### config.mk
export PLATFORM = sky130hd
export DESIGN_NAME = intel_hex_record_encoder
export DESIGN_NICKNAME = d
export VERILOG_FILES = /design/src/hw/rtl/ihex_pkg.sv /design/src/hw/rtl/ihex_front.sv /design/src/hw/rtl/ihex_queue.sv /design/src/hw/rtl/ihex_back.sv /design/src/hw/rtl/intel_hex_record_encoder.sv
export SDC_FILE = /design/constraint.sdc
export NUM_CORES = 1
export LEC_CHECK = 0
export BUFFER_PORTS_ARGS = -buffer_cell sky130_fd_sc_hd__clkbuf_2
export CAP_MARGIN = 30
export CORE_MARGIN = 2
export CORE_UTILIZATION = 35
export CTS_BUF_LIST = sky130_fd_sc_hd__clkbuf_4 sky130_fd_sc_hd__clkbuf_8 sky130_fd_sc_hd__clkbuf_16
export DETAILED_ROUTE_END_ITERATION = 16
export PLACE_DENSITY_LB_ADDON = 0.1
export SYNTH_ARGS = -nofsm -noshare
export SYNTH_HDL_FRONTEND = slang
export SYNTH_SLANG_ARGS = --single-unit
### constraint.sdc
create_clock -name clock -period 3.9 [get_ports clock]
set_input_delay 0.195 -clock clock [delete_from_list [all_inputs] [get_ports clock]]
set_output_delay 0.195 -clock clock [all_outputs]
set_load 0.005 [all_outputs]
### src/hw/rtl/ihex_pkg.sv
// shared types, constants and helper functions for the hex record encoder
// no dependencies; used by every module of the block
package ihex_pkg;

   localparam int MAX_RECORD_BYTES_DEF = 32;
   localparam int QUEUE_DEPTH_DEF      = 4;
   localparam int SHORT_LEN            = 16;
   localparam int LEN_W                = 6;
   localparam int ADDR_W               = 16;
   localparam int CSR_INDEX_W          = 1;
   localparam int CSR_DATA_W           = 13;
   localparam int COUNT_W              = 13;

   localparam logic [CSR_INDEX_W-1:0] CSR_RECORD_MODE  = 1'b0;
   localparam logic [CSR_INDEX_W-1:0] CSR_RECORD_COUNT = 1'b1;

   localparam logic [6:0] CHAR_COLON  = 7'h3A;
   localparam logic [6:0] CHAR_LF     = 7'h0A;
   localparam logic [6:0] CHAR_ZERO   = 7'h30;
   localparam logic [6:0] CHAR_ONE    = 7'h31;
   localparam logic [6:0] CHAR_F      = 7'h46;
   localparam logic [6:0] CHAR_A_BASE = 7'h37;

   typedef struct packed {
      logic              hdr;
      logic [LEN_W-1:0]  len;
      logic [ADDR_W-1:0] addr;
      logic [7:0]        data;
      logic              trl;
      logic [7:0]        csum;
      logic              eof;
   } job_type;

   typedef enum logic [4:0] {
      ST_COLON, ST_LEN_HI, ST_LEN_LO, ST_ADR3, ST_ADR2, ST_ADR1, ST_ADR0,
      ST_TYPE_HI, ST_TYPE_LO, ST_DATA_HI, ST_DATA_LO, ST_SUM_HI, ST_SUM_LO, ST_LF,
      ST_EOF0, ST_EOF1, ST_EOF2, ST_EOF3, ST_EOF4, ST_EOF5, ST_EOF6, ST_EOF7,
      ST_EOF8, ST_EOF9, ST_EOF10, ST_EOF11
   } step_type;

   function automatic logic [6:0] hex_digit(input logic [3:0] v);
      logic [6:0] r;
      if (v < 4'd10) begin
         r = CHAR_ZERO + {3'b000, v};
      end else begin
         r = CHAR_A_BASE + {3'b000, v};
      end
      return r;
   endfunction

   // end-of-file record text ":00000001FF" and line feed
   function automatic logic [6:0] eof_char(input logic [3:0] k);
      logic [6:0] r;
      case (k)
         4'd0:    r = CHAR_COLON;
         4'd8:    r = CHAR_ONE;
         4'd9:    r = CHAR_F;
         4'd10:   r = CHAR_F;
         4'd11:   r = CHAR_LF;
         default: r = CHAR_ZERO;
      endcase
      return r;
   endfunction

endpackage

### src/hw/rtl/ihex_front.sv
// front end: config registers, record bookkeeping and checksum per byte
// depends on ihex_pkg; feeds one job per accepted byte into the queue
module ihex_front #(
   parameter int MAX_RECORD_BYTES = ihex_pkg::MAX_RECORD_BYTES_DEF
) (
   input  logic                                clock,
   input  logic                                reset,
   input  logic                                req_valid,
   output logic                                req_ready,
   input  logic [7:0]                          req_data_byte,
   input  logic                                csr_valid,
   output logic                                csr_ready,
   input  logic [ihex_pkg::CSR_INDEX_W-1:0]    csr_index,
   input  logic [ihex_pkg::CSR_DATA_W-1:0]     csr_data,
   output logic                                job_valid,
   output ihex_pkg::job_type                   job,
   input  logic                                job_ready
);

   localparam int BIR_W = $clog2(MAX_RECORD_BYTES);
   localparam int CNT_W = BIR_W + 1;

   logic                               mode_ff;
   logic [ihex_pkg::COUNT_W-1:0]       count_ff;
   logic [BIR_W-1:0]                   bir_ff, bir_in;
   logic [ihex_pkg::ADDR_W-1:0]        addr_ff, addr_in;
   logic [7:0]                         sum_ff, sum_in;
   logic [ihex_pkg::COUNT_W-1:0]       left_ff, left_in;

   logic [ihex_pkg::LEN_W-1:0]         len;
   logic [CNT_W-1:0]                   cnt;
   logic                               first;
   logic                               last_byte;
   logic [ihex_pkg::COUNT_W-1:0]       left_start;
   logic [ihex_pkg::COUNT_W-1:0]       left_dec;
   logic [7:0]                         hdr_sum;
   logic [7:0]                         sum_new;
   logic                               eof;
   logic                               take;

   assign csr_ready = 1'b1;
   assign req_ready = job_ready;
   assign take      = req_valid && job_ready;

   assign len   = mode_ff ? ihex_pkg::LEN_W'(MAX_RECORD_BYTES)
                          : ihex_pkg::LEN_W'(ihex_pkg::SHORT_LEN);
   assign first = (bir_ff == '0);
   assign cnt   = {1'b0, bir_ff} + CNT_W'(1);
   assign last_byte = (ihex_pkg::LEN_W'(cnt) >= len);

   always_comb begin
      left_start = left_ff;
      if (first && left_ff == '0) begin
         left_start = (count_ff == '0) ? ihex_pkg::COUNT_W'(1) : count_ff;
      end
   end

   assign left_dec = left_start - ihex_pkg::COUNT_W'(1);
   assign hdr_sum  = 8'(len) + addr_ff[15:8] + addr_ff[7:0];
   assign sum_new  = (first ? hdr_sum : sum_ff) + req_data_byte;
   assign eof      = last_byte && (left_dec == '0);

   always_comb begin
      bir_in  = BIR_W'(cnt);
      sum_in  = sum_new;
      addr_in = addr_ff;
      left_in = left_start;
      if (last_byte) begin
         bir_in  = '0;
         sum_in  = 8'd0;
         left_in = left_dec;
         addr_in = eof ? '0 : addr_ff + ihex_pkg::ADDR_W'(len);
      end
   end

   assign job_valid = req_valid;
   always_comb begin
      job.hdr  = first;
      job.len  = len;
      job.addr = addr_ff;
      job.data = req_data_byte;
      job.trl  = last_byte;
      job.csum = 8'd0 - sum_new;
      job.eof  = eof;
   end

   always_ff @(posedge clock) begin
      if (reset) begin
         mode_ff  <= 1'b0;
         count_ff <= ihex_pkg::COUNT_W'(1);
      end else if (csr_valid) begin
         case (csr_index)
            ihex_pkg::CSR_RECORD_MODE:  mode_ff  <= csr_data[0];
            ihex_pkg::CSR_RECORD_COUNT: count_ff <= csr_data;
            default: ;
         endcase
      end
   end

   always_ff @(posedge clock) begin
      if (reset) begin
         bir_ff  <= '0;
         addr_ff <= '0;
         sum_ff  <= '0;
         left_ff <= '0;
      end else if (take) begin
         bir_ff  <= bir_in;
         addr_ff <= addr_in;
         sum_ff  <= sum_in;
         left_ff <= left_in;
      end
   end

endmodule

### src/hw/rtl/ihex_queue.sv
// short job queue between the front end and the character back end
// depends on ihex_pkg for the job type
module ihex_queue #(
   parameter int DEPTH = ihex_pkg::QUEUE_DEPTH_DEF
) (
   input  logic              clock,
   input  logic              reset,
   input  logic              push_valid,
   output logic              push_ready,
   input  ihex_pkg::job_type push_job,
   output logic              pop_valid,
   input  logic              pop_ready,
   output ihex_pkg::job_type pop_job
);

   localparam int PTR_W = $clog2(DEPTH);
   localparam int FILL_W = $clog2(DEPTH + 1);

   ihex_pkg::job_type   mem [DEPTH];
   logic [PTR_W-1:0]    wr_ptr_ff, rd_ptr_ff;
   logic [FILL_W-1:0]   fill_ff;
   logic                do_push, do_pop;

   assign push_ready = (fill_ff != FILL_W'(DEPTH));
   assign pop_valid  = (fill_ff != '0);
   assign pop_job    = mem[rd_ptr_ff];
   assign do_push    = push_valid && push_ready;
   assign do_pop     = pop_valid && pop_ready;

   always_ff @(posedge clock) begin
      if (do_push) begin
         mem[wr_ptr_ff] <= push_job;
      end
   end

   always_ff @(posedge clock) begin
      if (reset) begin
         wr_ptr_ff <= '0;
         rd_ptr_ff <= '0;
         fill_ff   <= '0;
      end else begin
         if (do_push) begin
            wr_ptr_ff <= (wr_ptr_ff == PTR_W'(DEPTH - 1)) ? '0 : wr_ptr_ff + PTR_W'(1);
         end
         if (do_pop) begin
            rd_ptr_ff <= (rd_ptr_ff == PTR_W'(DEPTH - 1)) ? '0 : rd_ptr_ff + PTR_W'(1);
         end
         if (do_push && !do_pop) begin
            fill_ff <= fill_ff + FILL_W'(1);
         end else if (do_pop && !do_push) begin
            fill_ff <= fill_ff - FILL_W'(1);
         end
      end
   end

endmodule

### src/hw/rtl/ihex_back.sv
// back end: steps through each job's characters, one per cycle when
// not stalled; uses ihex_pkg; drives the registered result channel
module ihex_back (
   input  logic              clock,
   input  logic              reset,
   input  logic              job_valid,
   input  ihex_pkg::job_type job,
   output logic              job_pop,
   output logic              rsp_valid,
   input  logic              rsp_ready,
   output logic [6:0]        rsp_char_code,
   output logic              rsp_run_last,
   output logic              rsp_image_done
);

   ihex_pkg::step_type step_ff, step_in, cur;
   logic               fresh_ff, fresh_in;
   logic               valid_ff;
   logic [6:0]         char_ff;
   logic               last_ff;
   logic               done_ff;
   logic               go;
   logic               finish;
   logic [6:0]         ch;
   logic [3:0]         eof_k;
   logic [7:0]         len_byte;

   assign go       = job_valid && (!valid_ff || rsp_ready);
   assign cur      = fresh_ff ? (job.hdr ? ihex_pkg::ST_COLON : ihex_pkg::ST_DATA_HI)
                              : step_ff;
   assign eof_k    = 4'(5'(cur) - 5'(ihex_pkg::ST_EOF0));
   assign len_byte = 8'(job.len);

   always_comb begin
      case (cur)
         ihex_pkg::ST_COLON:   ch = ihex_pkg::CHAR_COLON;
         ihex_pkg::ST_LEN_HI:  ch = ihex_pkg::hex_digit(len_byte[7:4]);
         ihex_pkg::ST_LEN_LO:  ch = ihex_pkg::hex_digit(len_byte[3:0]);
         ihex_pkg::ST_ADR3:    ch = ihex_pkg::hex_digit(job.addr[15:12]);
         ihex_pkg::ST_ADR2:    ch = ihex_pkg::hex_digit(job.addr[11:8]);
         ihex_pkg::ST_ADR1:    ch = ihex_pkg::hex_digit(job.addr[7:4]);
         ihex_pkg::ST_ADR0:    ch = ihex_pkg::hex_digit(job.addr[3:0]);
         ihex_pkg::ST_TYPE_HI: ch = ihex_pkg::CHAR_ZERO;
         ihex_pkg::ST_TYPE_LO: ch = ihex_pkg::CHAR_ZERO;
         ihex_pkg::ST_DATA_HI: ch = ihex_pkg::hex_digit(job.data[7:4]);
         ihex_pkg::ST_DATA_LO: ch = ihex_pkg::hex_digit(job.data[3:0]);
         ihex_pkg::ST_SUM_HI:  ch = ihex_pkg::hex_digit(job.csum[7:4]);
         ihex_pkg::ST_SUM_LO:  ch = ihex_pkg::hex_digit(job.csum[3:0]);
         ihex_pkg::ST_LF:      ch = ihex_pkg::CHAR_LF;
         default:              ch = ihex_pkg::eof_char(eof_k);
      endcase
   end

   always_comb begin
      finish = 1'b0;
      case (cur)
         ihex_pkg::ST_DATA_LO: finish = !job.trl;
         ihex_pkg::ST_LF:      finish = !job.eof;
         ihex_pkg::ST_EOF11:   finish = 1'b1;
         default:              finish = 1'b0;
      endcase
   end

   always_comb begin
      step_in  = step_ff;
      fresh_in = fresh_ff;
      if (go) begin
         if (finish) begin
            fresh_in = 1'b1;
         end else begin
            fresh_in = 1'b0;
            step_in  = ihex_pkg::step_type'(5'(cur) + 5'd1);
         end
      end
   end

   assign job_pop = go && finish;

   always_ff @(posedge clock) begin
      if (reset) begin
         step_ff  <= ihex_pkg::ST_COLON;
         fresh_ff <= 1'b1;
         valid_ff <= 1'b0;
      end else begin
         step_ff  <= step_in;
         fresh_ff <= fresh_in;
         if (go) begin
            valid_ff <= 1'b1;
         end else if (rsp_ready) begin
            valid_ff <= 1'b0;
         end
      end
   end

   always_ff @(posedge clock) begin
      if (go) begin
         char_ff <= ch;
         last_ff <= finish;
         done_ff <= (cur == ihex_pkg::ST_EOF11);
      end
   end

   assign rsp_valid      = valid_ff;
   assign rsp_char_code  = char_ff;
   assign rsp_run_last   = last_ff;
   assign rsp_image_done = done_ff;

endmodule

### src/hw/rtl/intel_hex_record_encoder.sv
// hex record encoder top: byte front end, job queue, character back end
// a byte is taken every cycle while the queue has room; output is registered
// unless stalled, the back end emits one character per cycle: 2 per byte, 9 more
// for a header, 3 more for checksum and line feed, 12 more for the end record
// synchronous active-high reset clears all control state, sets mode 0, count 1
// depends on ihex_pkg, ihex_front, ihex_queue, ihex_back
module intel_hex_record_encoder #(
   parameter int MAX_RECORD_BYTES = ihex_pkg::MAX_RECORD_BYTES_DEF,
   parameter int QUEUE_DEPTH      = ihex_pkg::QUEUE_DEPTH_DEF
) (
   input  logic                             clock,
   input  logic                             reset,
   input  logic                             req_valid,
   output logic                             req_ready,
   input  logic [7:0]                       req_data_byte,
   output logic                             rsp_valid,
   input  logic                             rsp_ready,
   output logic [6:0]                       rsp_char_code,
   output logic                             rsp_run_last,
   output logic                             rsp_image_done,
   input  logic                             csr_valid,
   output logic                             csr_ready,
   input  logic [ihex_pkg::CSR_INDEX_W-1:0] csr_index,
   input  logic [ihex_pkg::CSR_DATA_W-1:0]  csr_data
);

   logic              push_valid, push_ready;
   ihex_pkg::job_type push_job;
   logic              pop_valid, pop_ready;
   ihex_pkg::job_type pop_job;

   ihex_front #(
      .MAX_RECORD_BYTES(MAX_RECORD_BYTES)
   ) u_front (
      .clock         (clock),
      .reset         (reset),
      .req_valid     (req_valid),
      .req_ready     (req_ready),
      .req_data_byte (req_data_byte),
      .csr_valid     (csr_valid),
      .csr_ready     (csr_ready),
      .csr_index     (csr_index),
      .csr_data      (csr_data),
      .job_valid     (push_valid),
      .job           (push_job),
      .job_ready     (push_ready)
   );

   ihex_queue #(
      .DEPTH(QUEUE_DEPTH)
   ) u_queue (
      .clock      (clock),
      .reset      (reset),
      .push_valid (push_valid),
      .push_ready (push_ready),
      .push_job   (push_job),
      .pop_valid  (pop_valid),
      .pop_ready  (pop_ready),
      .pop_job    (pop_job)
   );

   ihex_back u_back (
      .clock          (clock),
      .reset          (reset),
      .job_valid      (pop_valid),
      .job            (pop_job),
      .job_pop        (pop_ready),
      .rsp_valid      (rsp_valid),
      .rsp_ready      (rsp_ready),
      .rsp_char_code  (rsp_char_code),
      .rsp_run_last   (rsp_run_last),
      .rsp_image_done (rsp_image_done)
   );

endmodule
==> results of run 1 <==
==> where the power goes <==
part	total, uW	internal [uW]	switching (uW)
clock	2340	1450	886
sequential	2750	2640	106
combinational	1790	724	1070
==> critical path, delay by kind of cell, from the launching register on <==
| family | cells | cell delay (ns) |
|---|---|---|
| fa+ha+maj | 2 | 0.39 |
| buf+inv | 4 | 0.51 |
| compound gates | 4 | 0.68 |
| simple gates | 9 | 1.58 |
| flops | 1 | 0.34 |
==> state kept, by name (all words and copies together) (netlist names), 2 cells and up, named ones only <==
name,count
u_front.addr_ff,12
u_queue.fill_ff,3
u_front.count_ff,13
u_front.sum_ff,8
u_back.step_ff,5
u_queue.mem,132
u_back.rsp_char_code,7
u_queue.rd_ptr_ff,2
u_front.left_ff,13
u_front.bir_ff,5
u_queue.wr_ptr_ff,2
==> cell usage after synthesis, types with 5 or more instances <==
cell type,count
inv_1,49
a21oi_1,74
mux4_2,30
a22oi_1,8
mux2i_1,9
nor4_1,6
nand2_1,114
nand2b_1,5
nand3b_1,5
o22ai_1,7
nor2_2,9
nor2_1,66
edfxtp_1,141
and3_1,13
dfxtp_1,68
o21ai_0,32
and2_1,5
xor2_1,15
or3_1,7
o21a_1,5
a211oi_1,19
nor3_1,31
ha_1,39
nand4_1,11
a31oi_1,6
buf_2,8
nor2b_1,8
nand3_1,20
o211ai_1,5
xnor2_1,26
clkbuf_1,27
fa_1,5
==> cell usage in the layout (no fill, tap or decap), types with 6 or more instances in the layout <==
master	count
edfxtp_1	141
nand2_1	114
a21oi_1	74
dfxtp_1	67
nor2_1	66
inv_1	49
ha_1	39
clkbuf_2	37
buf_4	35
o21ai_0	32
nor3_1	31
mux4_2	30
xnor2_1	26
clkbuf_16	25
nand3_1	20
dlygate4sd3_1	20
a211oi_1	19
xor2_1	15
nand4_1	11
mux2i_1	9
and3_1	9
nor2_2	9
nor2b_1	8
a22oi_1	8
o22ai_1	7
or3_1	7
nor4_1	6
a31oi_1	6
==> layer usage <==
metal | GRT usage [%] | vias up | wire, um
met4 | 4.13 | 0 | 469
met1 | 23.8 | 3760 | 12800
met3 | 2.48 | 35 | 961
met2 | 29.9 | 130 | 13500
li1 | - | 3771 | -
met5 | 0 | - | 0
==> path summary, 6_finish.rpt <==
check,slack (ns),to,from,cells past startpoint
setup / recovery,0.29,u_front.addr_ff[7]$_SDFFE_PP0P_,u_front.bir_ff[0]$_SDFFE_PP0P_,19
hold / removal,0.02,u_queue.mem[2][12]$_DFFE_PP_,req_data_byte[2],1
setup reg to reg,0.29,u_front.addr_ff[7]$_SDFFE_PP0P_,u_front.bir_ff[0]$_SDFFE_PP0P_,19
hold reg to reg,0.45,u_front.sum_ff[2]$_SDFFE_PP0P_,u_front.sum_ff[2]$_SDFFE_PP0P_,2
==> metrics by stage <==
stage	hold slack, ns	instance area [sq um]	utilization, %	power [uW]	worst slack (ns)
after detailed placement	0.424	11600	38.1	4570	0.153
after global placement	0.422	11500	37.8	4550	0.224
after global routing	0.0153	12700	41.6	7260	0.0257
after floorplan	0.294	10700	-	3970	0.268
final	0.0153	12700	41.6	6870	0.288
after CTS	0.00185	12600	41.5	6950	0.141
==> repair_timing <==
action | in CTS | in global routing
setup endpoints to repair | 0 | 14
resized for setup | 0 | 7
hold endpoints to repair | 35 | 0
hold buffers | 20 | 0
==> layout make-up <==
type                            count  area (sq um)  area share (%)
Sequential cell                   209          5600            44.2
Multi-Input combinational cell    667          4790            37.8
Timing Repair Buffer               98           751            5.93
Clock buffer                       31           696            5.49
Tap cell                          396           495            3.91
Inverter                           51           194            1.53
Clock inverter                     13           141            1.12
==> logic make-up after synthesis <==
group | Yosys count | synth area share [%]
compound gates | 202 | 12.3
xor+xnor | 41 | 3.34
fa+ha+maj | 44 | 5.47
buf+inv | 92 | 3.62
flops | 209 | 52.1
mux | 42 | 7.44
other cells | 2 | 0.0699
simple gates | 336 | 15.7
==> flow_metrics.tcl, run 1 <==
set metrics [dict create \
    status "finished clean" \
    synthTopCellsByArea "edfxtp_1 39%, dfxtp_1 13%, mux4_2 6.3%" \
    cts-root-buf "clkbuf_16" \
    die_y_um 179 \
    coreArea_sq_mm 0.0304 \
    cts_made_buffers 24 \
    io_pins 39 \
    grt_pass1_wl_um 43500 \
    maxCapViolCount 0 \
    viasPerCell 5.25 \
    syn_area_sq_mm 0.0107 \
    yosys.area.top_type_share_pct 39.4 \
    drt_wl_total_um 27700 \
    die-area_sq_mm 0.0321 \
    yosysWarningCount 0 \
    syn_nets 1039 \
    syn_to_final_growth_pct 17.8 \
    dp_hpwl_um 19400 \
    drv_slew 0 \
    fillers 2959 \
    grt_pass1_vias 7602 \
    arrival_ns 4.02 \
    cp_slowest_cell "or4b_4" \
    yosys.area.top_type "edfxtp_1" \
    async_flop_share_pct 0 \
    firstDrtPassIters 5 \
    placed_cells 1400 \
    slowest_delay_ns 0.48 \
    grt_max_degree 54 \
    cp_max_fo 7 \
    synth_edf_count 141 \
    yosysUniqueCellTypes 80 \
    leakage_uw 0.00459 \
    path_cells "inv_1, ha_1, or4b_4, inv_4, and2_4, nand2_1, a21oi_1, nor2_1, ha_1, nor3b_2, buf_4, and3b_1, o31ai_1, o211ai_1, nor3_2, nand3_2, o31ai_4, buf_6, nor2_2" \
    peakVddDrop_v 0.000375 \
    io_buffers 37 \
    die_w_um 179 \
    skew_ns 0.0191 \
    clk_path_buf_depth 3 \
    clk_latency_ns 0.52 \
    fp-row-count 64 \
    ant_nets 0 \
    timing.critical_path.mode_cell "ha_1" \
    finalSetupViolations 0 \
    cp-start-kind "register" \
    start_util_pct 35.3 \
    syn_avg_cell_area_sq_um 11.1 \
    routabilityCongestion 0.874 \
    finalNonFillerCells 1465 \
    antenna_cells 0 \
    synth-seq-area-share_pct 52.1 \
    antenna_found_initial 0 \
    via_count 7696 \
    syn_inst 968 \
    period_share_pct 92.6 \
    rsz0062_at_grt "no" \
    fmax_ghz 0.277 \
    setup_tns_ns 0 \
    cts_tree "yes" \
    worst_slew_pin_slew_ns 0.738 \
    cts.clk_slew.worst_paths_ns 0.06 \
    final_layout_size_suffix_gt1_share_pct 17.8 \
    grt.overflow.total 0 \
    critPathKind "reg2reg" \
    htree_levels 1 \
    ys_seq_elements 209 \
    numClockSinks 209 \
    relSlewSlack_pct 50.6 \
    grt_usage_pct 17.6 \
    endpoint_kind "register" \
    hold_viol_final 0 \
    drtIter0Drc 502 \
    fin_crit_ns 3.61 \
    power.density_mw_per_mm2 543 \
    critPathRequiredTime_ns 4.31 \
    cts_setup_buffers 0 \
    hold_path_class "in2reg" \
    synth-main-ff-cell "edfxtp_1" \
    final_nets 1122 \
    drc_errors 0 \
    routedWlPerCell_um 18.9 \
]
Note: power is estimated with default switching activity, not from simulation.
==> inputs of run 2 (changes only) <==
--- a/config.mk
+++ b/config.mk
@@ -11,7 +11,7 @@
 export CORE_UTILIZATION = 35
 export CTS_BUF_LIST = sky130_fd_sc_hd__clkbuf_4 sky130_fd_sc_hd__clkbuf_8 sky130_fd_sc_hd__clkbuf_16
 export DETAILED_ROUTE_END_ITERATION = 16
-export PLACE_DENSITY_LB_ADDON = 0.1
+export PLACE_DENSITY = 0.55
 export SYNTH_ARGS = -nofsm -noshare
 export SYNTH_HDL_FRONTEND = slang
 export SYNTH_SLANG_ARGS = --single-unit
==> run 2 against run 1 <==
Effect of this change:
- critical path depth is the same
- combinational power about the same
- utilization shrank 0.18 points
- largest power group unchanged
- highest routed layer unchanged
==> flow_metrics.tcl, run 2 (synthesis gave the netlist of run 1 again) <==
set metrics [dict create \
    firstDrtPassIters 5 \
    final_util_pct 41.4 \
    antenna_cells 0 \
    finalNonFillerCells 1465 \
    finalSetupViolations 0 \
    final_nets 1123 \
    final_layout_size_suffix_gt1_share_pct 17.8 \
    endpoint_kind "register" \
    top_regs "u_queue.mem x132, u_front.count_ff x13, u_front.left_ff x13" \
    layout_commonest_cell "edfxtp_1" \
    placed_area_sq_mm 0.0115 \
    fp-row-count 64 \
    viasPerCell 5.23 \
    slowest_delay_ns 0.53 \
    arrival_ns 3.91 \
    syn_to_final_growth_pct 17.3 \
    hold_viol_final 0 \
    rsz0062_at_grt "no" \
    drc_errors 0 \
    cp_max_fo 13 \
    setup_ws_ns 0.256 \
    die-area_sq_mm 0.0321 \
    ant_nets 0 \
    io_buffers 37 \
    peakVddDrop_v 0.000292 \
    coreArea_sq_mm 0.0304 \
    critPathRequiredTime_ns 4.17 \
    cp-start-kind "register" \
    path_cells "inv_1, ha_1, or4b_4, inv_2, buf_4, nand2_1, nand2_1, ha_1, inv_1, fa_1, inv_1, a21o_1, a21oi_1, xnor2_2, nor2_1, nand2_1, nor3_1, xnor2_1, buf_4" \
    htree_levels 1 \
    drt_wl_total_um 25800 \
    cts.clk_slew.worst_paths_ns 0.05 \
    via_count 7666 \
    grt.overflow.total 0 \
    critPathKind "reg2reg" \
    grt_pass1_wl_um 41000 \
    clk_path_buf_depth 3 \
    drv_slew 0 \
    grt_max_degree 53 \
    die_w_um 179 \
    critical-path-top-delay-family "simple AND/OR/NAND/NOR gates" \
    setup_tns_ns 0 \
    cp_slowest_cell "or4b_4" \
    power.density_mw_per_mm2 536 \
    cts_tree "yes" \
    final_cell_mix "141 x edfxtp_1, 114 x nand2_1, 73 x a21oi_1, 67 x dfxtp_1, 66 x nor2_1" \
    hold_path_class "in2reg" \
    io_pins 39 \
    placed_cells 1397 \
    grt_pass1_vias 7549 \
    status "finished clean" \
    maxCapViolCount 0 \
    antenna_found_initial 0 \
    routedWlPerCell_um 17.6 \
    crit_buf_inv 6 \
    clk_latency_ns 0.53 \
    period_share_pct 93.4 \
    numClockSinks 209 \
    die_y_um 179 \
    drtIter0Drc 591 \
    final_cell_area_sq_mm 0.0126 \
    dp_hpwl_um 17800 \
    fin_crit_ns 3.64 \
    routabilityCongestion 0.888 \
    regMostFlops "u_queue.mem" \
    grt_usage_pct 16.4 \
    post-place-ws_ns 0.156 \
    fmax_ghz 0.274 \
    start_util_pct 35.3 \
    cts_made_buffers 24 \
    worst_slew_pin_slew_ns 0.696 \
    largest_reg_flops 132 \
    relSlewSlack_pct 53.6 \
    cts-root-buf "clkbuf_16" \
    leakage_uw 0.00459 \
    skew_ns 0.0211 \
]
## run 2: repair_timing
action | CTS | global route
resized for setup | 0 | 8
setup buffers | 0 | 2
endpoints found under the setup margin | 0 | 20
hold buffers | 23 | 0
hold endpoints to repair | 47 | 0
## run 2: area by class of cell
cell class	instances	area, sq um
tap	396	495
timing repair buffer	99	712
inverter	51	191
clock buffer	32	679
multi-input combinational	667	4810
sequential	209	5600
clock inverter	11	121
fill	2938	17800
## run 2: metal layers
layer	part of all wire [%]	track usage (%)
met1	46	21.8
met4	2.6	4.64
met5	0	0
met3	3.6	2.31
met2	48	27.8
## run 2: path summary, 6_finish.rpt
path | startpoint | endpoint | slack [ns] | cells after the start
worst min-delay path | csr_index | u_front.mode_ff$_SDFFE_PP0P_ | 0.03 | 4
worst max register to register | u_front.bir_ff[0]$_SDFFE_PP0P_ | u_queue.mem[0][8]$_DFFE_PP_ | 0.26 | 19
worst min register to register | u_front.sum_ff[2]$_SDFFE_PP0P_ | u_front.sum_ff[2]$_SDFFE_PP0P_ | 0.46 | 2
worst max-delay path | u_front.bir_ff[0]$_SDFFE_PP0P_ | u_queue.mem[0][8]$_DFFE_PP_ | 0.26 | 19
## run 2: worst reg2reg max path: stages, from the launching register on
cell and delay [ns]:
dfxtp_1 0.34, inv_1 0.07, ha_1 0.12, or4b_4 0.53, inv_2 0.10, buf_4 0.20, nand2_1 0.09, nand2_1 0.10
ha_1 0.17, inv_1 0.05, fa_1 0.39, inv_1 0.07, a21o_1 0.10, a21oi_1 0.11, xnor2_2 0.21, nor2_1 0.13
nand2_1 0.09, nor3_1 0.27, xnor2_1 0.11, buf_4 0.15
## run 2: through the flow
step | total power [uW] | hold WS [ns]
detailed placement | 4510 | 0.427
finish | 6760 | 0.0315
global placement | 4500 | 0.421
floorplan | 3970 | 0.294
global route | 7140 | 0.0746
CTS | 6790 | 0.0123
## run 2: power breakdown
group	leakage, uW	total (uW)	internal [uW]	switching (uW)
Clock	0.000402	2240	1360	883
Combinational	0.00234	1770	727	1050
Sequential	0.00185	2750	2640	106
==> inputs of run 3 (changes only) <==
--- a/config.mk
+++ b/config.mk
@@ -5,6 +5,7 @@
 export SDC_FILE = /design/constraint.sdc
 export NUM_CORES = 1
 export LEC_CHECK = 0
+export ABC_AREA = 1
 export BUFFER_PORTS_ARGS = -buffer_cell sky130_fd_sc_hd__clkbuf_2
 export CAP_MARGIN = 30
 export CORE_MARGIN = 2
@@ -12,6 +13,7 @@
 export CTS_BUF_LIST = sky130_fd_sc_hd__clkbuf_4 sky130_fd_sc_hd__clkbuf_8 sky130_fd_sc_hd__clkbuf_16
 export DETAILED_ROUTE_END_ITERATION = 16
 export PLACE_DENSITY = 0.55
+export SLEW_MARGIN = 20
 export SYNTH_ARGS = -nofsm -noshare
 export SYNTH_HDL_FRONTEND = slang
 export SYNTH_SLANG_ARGS = --single-unit
==> run 3 against run 2 <==
Effect of this change:
- sequential power fell by 1%
- sequential share of layout area is 0.84 points lower
- combinational power increased by 32%
- maximum frequency rose by 2.9%
- die area grew 3.5%
- synthesized cell count up 33%
- clock skew down 0.0013 ns
==> flow_metrics.tcl, run 3 <==
set metrics [dict create \
    hold_viol_final 0 \
    die_w_um 182 \
    leakage_uw 0.00536 \
    whs_path_depth 4 \
    drc_errors 0 \
    cts-root-buf "clkbuf_16" \
    syn_inst 1290 \
    path_cells "inv_1, ha_1, inv_1, nor2_1, nand2_4, inv_2, nand3_2, inv_2, nand2_1, nand2_2, inv_1, ha_1, nand3_1, nor2_2, nand2_1, nand3_1, nor2_1, nand2_1, nor4_1" \
    critPathRequiredTime_ns 4.14 \
    p_total_uw 7460 \
    critical-path-top-delay-family "simple AND/OR/NAND/NOR gates" \
    syn_avg_cell_area_sq_um 8.63 \
    finalNonFillerCells 1771 \
    skew_ns 0.0199 \
    io_buffers 37 \
    via_count 8761 \
    drv_slew 0 \
    grt_pass1_wl_um 44100 \
    layout_commonest_cell "nand2_1" \
    critPathKind "reg2reg" \
    synth_edf_count 141 \
    syn_nets 1361 \
    clk_latency_ns 0.52 \
    hold_path_class "in2reg" \
    rr_startpoint "u_front.bir_ff[0]$_SDFFE_PP0P_" \
    synthTopCellsByCount "290 x nand2_1, 145 x inv_1, 141 x edfxtp_1, 116 x nor2_1, 93 x o21ai_0" \
    final_cell_area_sq_mm 0.0128 \
    async_flop_share_pct 0 \
    fmax_ghz 0.282 \
    cp-start-kind "register" \
    grt_max_degree 72 \
    cp.depth 19 \
    coreArea_sq_mm 0.0315 \
    arrival_ns 3.78 \
    period_share_pct 90.8 \
    regMostFlops "u_queue.mem" \
    routedWlPerCell_um 15.8 \
    dp_hpwl_um 19800 \
    yosysUniqueCellTypes 52 \
    endpoint_kind "register" \
    antenna_cells 0 \
    die_y_um 182 \
    drtIter0Drc 578 \
    hold-path-endpoint "u_front.mode_ff$_SDFFE_PP0P_" \
    start_util_pct 35.4 \
    viasPerCell 4.95 \
    grt_pass1_vias 8254 \
    placed_area_sq_mm 0.0118 \
    firstDrtPassIters 5 \
    drt_wl_total_um 28000 \
    top_regs "u_queue.mem x132, u_front.count_ff x13, u_front.left_ff x13" \
    cts.clk_slew.worst_paths_ns 0.06 \
    peakVddDrop_v 0.000448 \
    io_pins 39 \
    cp_slowest_cell "nor4_1" \
    synth-main-ff-cell "edfxtp_1" \
    largest_reg_flops 132 \
    syn_to_final_growth_pct 15.4 \
    cts_setup_buffers 0 \
    numClockSinks 209 \
    fp-row-count 65 \
    r2r_setup_slack_ns 0.36 \
    slowest_delay_ns 0.60 \
    ant_nets 0 \
    fin_crit_ns 3.54 \
    final_layout_size_suffix_gt1_share_pct 12.3 \
    ys_seq_elements 209 \
    final_cell_mix "290 x nand2_1, 145 x inv_1, 141 x edfxtp_1, 112 x nor2_1, 93 x o21ai_0" \
    htree_levels 1 \
    postCtsHoldBufs 21 \
    synthTopCellsByArea "edfxtp_1 38%, dfxtp_1 12%, nand2_1 9.8%" \
    cts_tree "yes" \
    clk_path_buf_depth 3 \
    grt.overflow.total 0 \
    yosysMostFrequentCell "nand2_1" \
    die-area_sq_mm 0.0332 \
    min_from "csr_index" \
    cp_max_fo 17 \
    yosys.area.top_type "edfxtp_1" \
    placed_cells 1706 \
    cts_made_buffers 25 \
    yosys.area.top_type_share_pct 38.0 \
    antenna_found_initial 0 \
    post_cts_resized 0 \
    yosysWarningCount 0 \
    relSlewSlack_pct 44.7 \
    finalSetupViolations 0 \
    routabilityCongestion 0.873 \
    syn_area_sq_mm 0.0111 \
    synth-seq-area-share_pct 50.3 \
    setup_tns_ns 0 \
    maxCapViolCount 0 \
    power.density_mw_per_mm2 581 \
    worst_slew_pin_slew_ns 0.822 \
    final_nets 1423 \
    crit_buf_inv 5 \
    r2r_cells 19 \
    r2r-end "u_queue.mem[3][0]$_DFFE_PP_" \
    grt_usage_pct 16.7 \
    rsz0062_at_grt "no" \
    status "finished clean" \
]
## run 3: cell count changes after synthesis, sizes merged, moves of 13 or more
cell	previous run	this run
nor3	34	10
inv	50	159
mux4	30	0
a21oi	75	91
nor2	75	132
a211oi	19	5
nand2	114	312
nand3	21	76
clkbuf	27	13
o21ai	35	95
buf	14	27
## run 3: where the power goes
group	total [uW]	leakage, uW	internal (uW)	switching [uW]
combinational	2340	0.00307	749	1590
sequential	2710	0.00186	2620	85.9
clock	2410	0.000423	1480	931
## run 3: worst min-delay path: stages
cell	delay, ns
clkbuf_2	0.09
inv_1	0.03
nand2_1	0.08
a21oi_1	0.08
## run 3: worst max path at each step
stage | from | to | slack [ns]
floorplan | u_front.bir_ff[0]$_SDFFE_PP0P_ | u_queue.mem[0][8]$_DFFE_PP_ | 0.78
global placement | u_front.bir_ff[0]$_SDFFE_PP0P_ | u_queue.mem[0][0]$_DFFE_PP_ | 0.55
detailed placement | u_front.bir_ff[0]$_SDFFE_PP0P_ | u_queue.mem[3][0]$_DFFE_PP_ | 0.39
CTS | u_front.bir_ff[0]$_SDFFE_PP0P_ | u_queue.mem[3][0]$_DFFE_PP_ | 0.37
global route | u_front.bir_ff[0]$_SDFFE_PP0P_ | u_queue.mem[3][0]$_DFFE_PP_ | 0.006
finish | u_front.bir_ff[0]$_SDFFE_PP0P_ | u_queue.mem[3][0]$_DFFE_PP_ | 0.36
## run 3: layout make-up
class                   count  area [sq um]
flip-flops and latches    209          5600
clock inverters            16           218
inverters                 160           601
repair buffers             75           523
well taps                 402           503
clock buffers              28           648
fillers                  3078         18600
multi-input cells         881          4760
## run 3: stage by stage
step	hold WS, ns	utilization [%]	worst slack, ns
after global placement	0.435	37.4	0.550
after detailed placement	0.450	37.4	0.394
after global routing	0.0112	40.8	0.00641
final	0.00634	40.8	0.358
after floorplan	0.294	-	0.779
after CTS	0.00484	40.8	0.372
## run 3: cell families after synthesis
kind of cell               share of synthesized area [%]
AOI/OAI and AO/OA                                   12.1
buffers and inverters                               7.30
and+or+nand+nor                                     22.8
DFF                                                 50.3
xor gates and xnor gates                            2.28
adders and majority gates                           5.28
other                                             0.0675
## run 3: metal layers
layer  GRT usage, %  share of wire, %  vias up
met5              0                 0        -
met4           3.45               1.5        0
met3           2.06               3.8       32
met2           29.3                48      138
met1           22.3                46     4123
li1               -                 -     4468
